### src/sv/psis_pkg.sv
// ----------------------------------------------------------------------------
// psis_pkg
// Shared types, codes and constants of the PRBS identification sequencer.
// ----------------------------------------------------------------------------
package psis_pkg;

  // field widths fixed by the interface
  localparam int unsigned CMD_W    = 2;
  localparam int unsigned RATE_W   = 16;
  localparam int unsigned AXIS_W   = 2;
  localparam int unsigned RIDX_W   = 9;
  localparam int unsigned ERR_W    = 17;
  localparam int unsigned DATA_W   = 32;
  localparam int unsigned PHASE_W  = 3;
  localparam int unsigned CFG_IDX_W  = 3;
  localparam int unsigned CFG_DATA_W = 16;

  // internal widths
  localparam int unsigned TIMER_W  = 17;
  localparam int unsigned DECIM_W  = 8;
  localparam int unsigned SIDX_W   = 10;
  localparam int unsigned LFSR_W   = 9;
  localparam int unsigned GYRO5_W  = 19;
  localparam int unsigned LEVEL_W  = 9;
  localparam int unsigned ORDER_W  = 4;
  localparam int unsigned DELAY_W  = 16;

  // constants of the sequencer
  localparam logic [TIMER_W-1:0] ARM_HOLDOFF = 17'd100;
  localparam logic [SIDX_W-1:0]  SIDX_MAX    = 10'd1023;
  localparam int unsigned        GYRO_GAIN   = 5;

  localparam logic [LFSR_W-1:0] TAPS_ORDER5 = 9'b000010100;
  localparam logic [LFSR_W-1:0] TAPS_ORDER7 = 9'b001100000;
  localparam logic [LFSR_W-1:0] TAPS_ORDER8 = 9'b011000110;
  localparam logic [LFSR_W-1:0] TAPS_ORDER9 = 9'b100010000;

  localparam logic signed [ERR_W:0] ERR_SUM_MAX = 18'sd65535;
  localparam logic signed [ERR_W:0] ERR_SUM_MIN = -18'sd65536;
  localparam logic [ERR_W-1:0]      ERR_SAT_HI  = 17'h0FFFF;
  localparam logic [ERR_W-1:0]      ERR_SAT_LO  = 17'h10000;

  // register reset values
  localparam logic                 RST_IDENT_ENABLE = 1'b0;
  localparam logic [AXIS_W-1:0]    RST_SELECTED_AXIS = 2'd0;
  localparam logic [ORDER_W-1:0]   RST_PRBS_ORDER   = 4'd8;
  localparam logic [DECIM_W-1:0]   RST_DECIMATION   = 8'd8;
  localparam logic [LEVEL_W-1:0]   RST_STIM_LEVEL   = 9'd15;
  localparam logic [DELAY_W-1:0]   RST_START_DELAY  = 16'd62;

  // command codes
  typedef enum logic [CMD_W-1:0] {
    CMD_TICK = 2'd0,
    CMD_READ = 2'd1,
    CMD_INIT = 2'd2
  } cmd_e;

  // configuration register indexes
  typedef enum logic [CFG_IDX_W-1:0] {
    REG_IDENT_ENABLE  = 3'd0,
    REG_SELECTED_AXIS = 3'd1,
    REG_PRBS_ORDER    = 3'd2,
    REG_DECIMATION    = 3'd3,
    REG_STIM_LEVEL    = 3'd4,
    REG_START_DELAY   = 3'd5
  } cfg_reg_e;

  // identification phases
  typedef enum logic [PHASE_W-1:0] {
    PH_RESET    = 3'd0,
    PH_IDLE     = 3'd1,
    PH_WAIT     = 3'd2,
    PH_PRE      = 3'd3,
    PH_SAMPLES  = 3'd4,
    PH_FINISHED = 3'd5
  } phase_e;

  // controller states
  typedef enum logic [1:0] {
    ST_IDLE = 2'd0,
    ST_INIT = 2'd1,
    ST_EXEC = 2'd2
  } ctrl_state_e;

  // controller to datapath commands
  typedef struct packed {
    logic accept;
    logic init_start;
    logic init_step;
    logic commit;
  } ctrl_cmd_t;

  // datapath to controller status
  typedef struct packed {
    logic in_is_init;
    logic init_last;
  } dp_status_t;

  // feedback taps for the selected order
  function automatic logic [LFSR_W-1:0] taps_for(input logic [ORDER_W-1:0] order);
    logic [LFSR_W-1:0] taps;
    unique case (order)
      4'd7:    taps = TAPS_ORDER7;
      4'd8:    taps = TAPS_ORDER8;
      4'd9:    taps = TAPS_ORDER9;
      default: taps = TAPS_ORDER5;
    endcase
    return taps;
  endfunction

endpackage

### src/sv/psis_ctrl.sv
// ----------------------------------------------------------------------------
// psis_ctrl
// Sequencer control: input acceptance, store init walk, result hand-off.
// ----------------------------------------------------------------------------
module psis_ctrl
  import psis_pkg::*;
(
  input  logic       clk_i,
  input  logic       rst_ni,
  input  logic       in_valid_i,
  output logic       in_stall_o,
  output logic       out_valid_o,
  input  logic       out_stall_i,
  input  dp_status_t status_i,
  output ctrl_cmd_t  ctrl_o
);

  ctrl_state_e state_q, state_d;
  logic        out_valid_q, out_valid_d;
  logic        out_free;

  // state and output valid registers
  always_ff @(posedge clk_i or negedge rst_ni) begin
    if (!rst_ni) begin
      state_q     <= ST_IDLE;
      out_valid_q <= 1'b0;
    end else begin
      state_q     <= state_d;
      out_valid_q <= out_valid_d;
    end
  end

  assign out_free = !out_valid_q || !out_stall_i;

  // next state and commands
  always_comb begin
    ctrl_o      = '0;
    state_d     = state_q;
    out_valid_d = out_valid_q && out_stall_i;
    unique case (state_q)
      ST_IDLE: begin
        if (in_valid_i) begin
          ctrl_o.accept = 1'b1;
          if (status_i.in_is_init) begin
            ctrl_o.init_start = 1'b1;
            state_d = ST_INIT;
          end else begin
            state_d = ST_EXEC;
          end
        end
      end
      ST_INIT: begin
        ctrl_o.init_step = 1'b1;
        if (status_i.init_last) begin
          state_d = ST_EXEC;
        end
      end
      ST_EXEC: begin
        if (out_free) begin
          ctrl_o.commit = 1'b1;
          out_valid_d   = 1'b1;
          state_d       = ST_IDLE;
        end
      end
      default: begin
        state_d = ST_IDLE;
      end
    endcase
  end

  assign in_stall_o  = (state_q != ST_IDLE);
  assign out_valid_o = out_valid_q;

endmodule

### config.mk
export PLATFORM = sky130hd
export DESIGN_NAME = psis_ctrl
export DESIGN_NICKNAME = d
export VERILOG_FILES = /design/src/sv/psis_pkg.sv /design/src/sv/psis_ctrl.sv
export SDC_FILE = /design/constraint.sdc
export NUM_CORES = 1
export LEC_CHECK = 0
export ABC_AREA = 1
export BUFFER_PORTS_ARGS = -buffer_cell sky130_fd_sc_hd__buf_2
export CAP_MARGIN = 20
export CORE_AREA = 5 5 42 44
export CTS_CLUSTER_DIAMETER = 30
export CTS_CLUSTER_SIZE = 8
export DETAILED_ROUTE_END_ITERATION = 16
export DIE_AREA = 0 0 47 49
export PLACE_DENSITY_LB_ADDON = 0.15
export SLEW_MARGIN = 0
export SYNTH_ARGS = -nofsm -noshare
export SYNTH_HDL_FRONTEND = slang
export SYNTH_SLANG_ARGS = --single-unit
### constraint.sdc
create_clock -name clk_i -period 2 [get_ports clk_i]
set_input_delay 0.6 -clock clk_i [delete_from_list [all_inputs] [get_ports clk_i]]
set_output_delay 0.6 -clock clk_i [all_outputs]
set_load 0.05 [all_outputs]
[After elaboration in Yosys (flattened, before gate mapping)]
Cells that the tools add are included.
W data, S select, Z words.
Cells by class
  reduce and logical (&&, ||, !) cells: 7
  equal/unequal tests: 5
  multiplexer cells: 13
Operators by type and width (number)
  $mux W2: 6
  $mux W1: 6
  $ne A2 B2 Y1 const B: 3
  $pmux W2 S3: 1
  $reduce_and A3 Y1: 1
  $eq A2 B1 Y1 const B: 1
  $eq A2 B2 Y1 const B: 1
  $logic_not A1 Y1: 2
  $logic_not A2 Y1: 1
  $reduce_bool A2 Y1: 1
  $logic_and A1 B1 Y1: 1
  $logic_or A1 B1 Y1: 1
Storage, ports and cells
  output and inout port bits: 6
  input port bits: 6
  logic and storage cells: 27
  flip-flop bits (word level): 3

[Depth between registers and ports, before layout]
  depth in word-level cells: 4
  depth in mapped cells: 5

[Worst setup path after synthesis]
Ideal clock, no wire load.
  path kind: register -> output
  start: register out_valid_q (netlist: out_valid_o)
  end: output port ctrl_o[0] (netlist bit)
  data arrival time: 1415 ps
  cell stages (with the launch flop): 4
  setup slack: -15 ps
  data required time: 1400 ps
  cell sequence: dfrtp_1 -> nand2_1 -> inv_1 -> nor2_1
RTL lines
  start, declared: line psis_ctrl.sv:19  | logic out_valid_q, out_valid_d;
  start signal, assigned: line psis_ctrl.sv:29  | out_valid_q <= out_valid_d;
  end, declared: line psis_ctrl.sv:15  | output ctrl_cmd_t ctrl_o

==> summary.md <==
| Metric | Value |
|---|---|
| Routed Antenna Nets | 0 |
| Clk_lat worst skew | 0.23 ns |
| Initial antenna violation count | 0 |
| R2R setup slack | 1.12 ns |
| Sequential power share | 19.4% |
| Setup TNS | 0 ns |
| Via Count | 190 |
| Via/cell ratio | 3.39 |
| Gp weighted congestion | approximately 0.69 |
| Vias in the first global route | around 190 |
| Setup-failing EPs final | 0 |
| Setup WS pre-CTS | 0.234 ns |
| Wl on met1 | 188 um |
| Root Driver | clkbuf_4 |
| Critical path data arrival time | 1.16 ns |
| Total CTS buffers | 3 |
| Die area | about 0.0023 mm^2 |
| Rel. slew slack | between 80% and 90% |
| DRT Pass-1 Iters | 1 |
| Most common cell after layout, fill and taps aside | buf_2 |
| Routed wire per std cell | 7.18 um |
| Highest layer used for signal routing | met3 |
| Post-CTS Resized | 0 |
| Worst Setup Start Kind | primary input |
| Met2 routed WL | 187 um |
| Fin Clk Skew | 0.00126 ns |
| P_int | 0.237 mW |
| Hold Fails Final Rpt | 0 |
| Post-synth top area share | about 43% |
| Status | completed |
| Crit Path Max Fanout | 2 |
| Port Buffers | 11 |
| Gate count of the mapped netlist | 25 |
| Post-synth top area cell | dfrtp_1 |
| Most frequent cells in the layout | buf_2 (11), nand2_1 (7), inv_1 (4) |
| GR Util All Layers | 4.16% |
| Post-synthesis cell type count | 10 |
| Post-Route WL | 402 um |
| Pwr/cell area | a little under 2000 mW/mm^2 |
| Peak supply drop | 460 uV |
| Clock slew seen by the registers of the worst setup and hold paths | roughly 0.040 ns |
| Pin count of the biggest net entering global routing | 5 |
| Drt drc | 0 |
| Seq/Total Area, Yosys | 42.9% |
| ANT cells | 0 |
| Clock power share | a little under a fifth |
| Hold_buf cts | 0 |
| Ports | 12 |
| Synth top area cells | dfrtp_1 (43%), nand2_1 (15%), inv_1 (8.6%) |
| FILL cells | 181 |
| Max Fclk | roughly 570 MHz |
| CP required | roughly 1.4 ns |
| Worst setup path class | in2out |
| Die Span X | 47 um |
| Max-cap check violation count | 0 |
| First-pass GRT wire length | 683 um |
| Htree depth | 1 |
| Chip height | 49 um |
| Detail Placement HPWL | 380 um |
| Mapped Nets | 31 |
| Avg Inst Size Synth | 7.01 um^2 |
| Post-CTS Setup Inserts | 0 |
| Gr ovfl total | 0 |
| CTS tree | done |
| RSZ-0062 raised after global routing | false |
| Number of synthesized register bits | 3 |
| Worst-Margin Slew | between 0.2 and 0.3 ns |
| # nets final | 47 |
| CTS Buffer Depth | 2 |
| Worst Slack Setup Final | between 0.2 and 0.25 ns |
| Max-slew violation count | 0 |
| Gate power share | between 60% and 70% |
| Core Region | 0.00140 mm^2 |
| Mapped Area | 175 um^2 |
| Initial DRC count | 0 |
| Sw Pwr | roughly 0.31 mW |
| Min Clock Period, post-route | 1.76 ns |
| Pleak | roughly 0.17 nW |
| Synthesis Warnings | 0 |
| Min-Delay Path Class | in2async |
| Share of layout cells above drive strength 1 | 50.0% |
| Crit path capture type | output port |
| Sw Ratio | between 50 and 60% |
| Rows | 14 |
| Area Growth Syn to Fin | 59.3% |
| Period utilization | 87.9% |
| Initial Util | 12.5% |
| Clock sinks | 3 |
| DR WL met3 | ~26 um |
==> final timing paths <==
check / endpoint / startpoint / depth (start not counted)
max: ctrl_o[0] / out_stall_i / 5
min: out_valid_o / rst_ni / 1
max reg2reg: state_q[0] / state_q[1] / 4
min reg2reg: out_valid_o / out_valid_o / 2
max in group asynchronous: state_q[0] / rst_ni / 1
min in group clk_i: out_valid_o / out_valid_o / 2
==> logic make-up (layout without fill, tap and decap cells) <==
group	count (synthesis)	after routing	share of synthesized area, %
buffers and inverters	6	21	12.9
and+or+nand+nor	15	15	41.4
DFF	3	3	42.9
AOI/OAI and AO/OA	1	1	2.85
==> power by group through the flow <==
stage / sequential (mW) / combinational [mW] / clock, mW
2_1_floorplan: 0.140 / 0.243 / 0
3_3_place_gp: 0.108 / 0.347 / 0
3_5_place_dp: 0.109 / 0.347 / 0
4_1_cts: 0.107 / 0.347 / 0.108
5_1_grt: 0.111 / 0.361 / 0.116
6_report: 0.106 / 0.339 / 0.103
==> registers in the layout, indices dropped and copies added, names as in the netlist <==
name,cells
out_valid_o,1
state_q,2
==> final cells by class <==
class / count / area, um^2 / share of cell area [%]
clock buffer: 4 / 26.3 / 9.42
inverter: 6 / 22.5 / 8.07
multi-input combinational: 16 / 80.1 / 28.7
sequential: 3 / 75.1 / 26.9
tap: 16 / 20.0 / 7.17
timing repair buffer: 11 / 55.1 / 19.7
==> routing by layer <==
metal	vias up	track usage, %
li1	103	-
met1	80	5.08
met2	7	5.43
met3	0	2.21
met4	0	2.76
met5	-	0
==> cells in the mapped netlist <==
cell type	number
a21oi_1	1
dfrtp_1	3
inv_1	4
inv_2	2
nand2_1	7
nand2_4	1
nor2_1	3
nor2_2	2
nor3_1	1
or2_1	1
==> metrics by stage <==
stage                     std cells  total power [mW]  cell area, um^2  hold slack [ns]  utilization [%]
after floorplan                  25             0.383              178            0.304                -
after global placement           52             0.455              253            0.397             18.0
after detailed placement         52             0.456              253            0.398             18.0
after CTS                        56             0.562              279            0.152             19.9
after global routing             56             0.588              279            0.153             19.9
final                            56             0.548              279            0.160             19.9
==> worst max-delay path, cell delays in order <==
cell and delay (ns):
buf_2 0.09, nand2_1 0.06, inv_1 0.06, nor2_2 0.08
buf_2 0.26
Power figures use the tool's default switching activity.
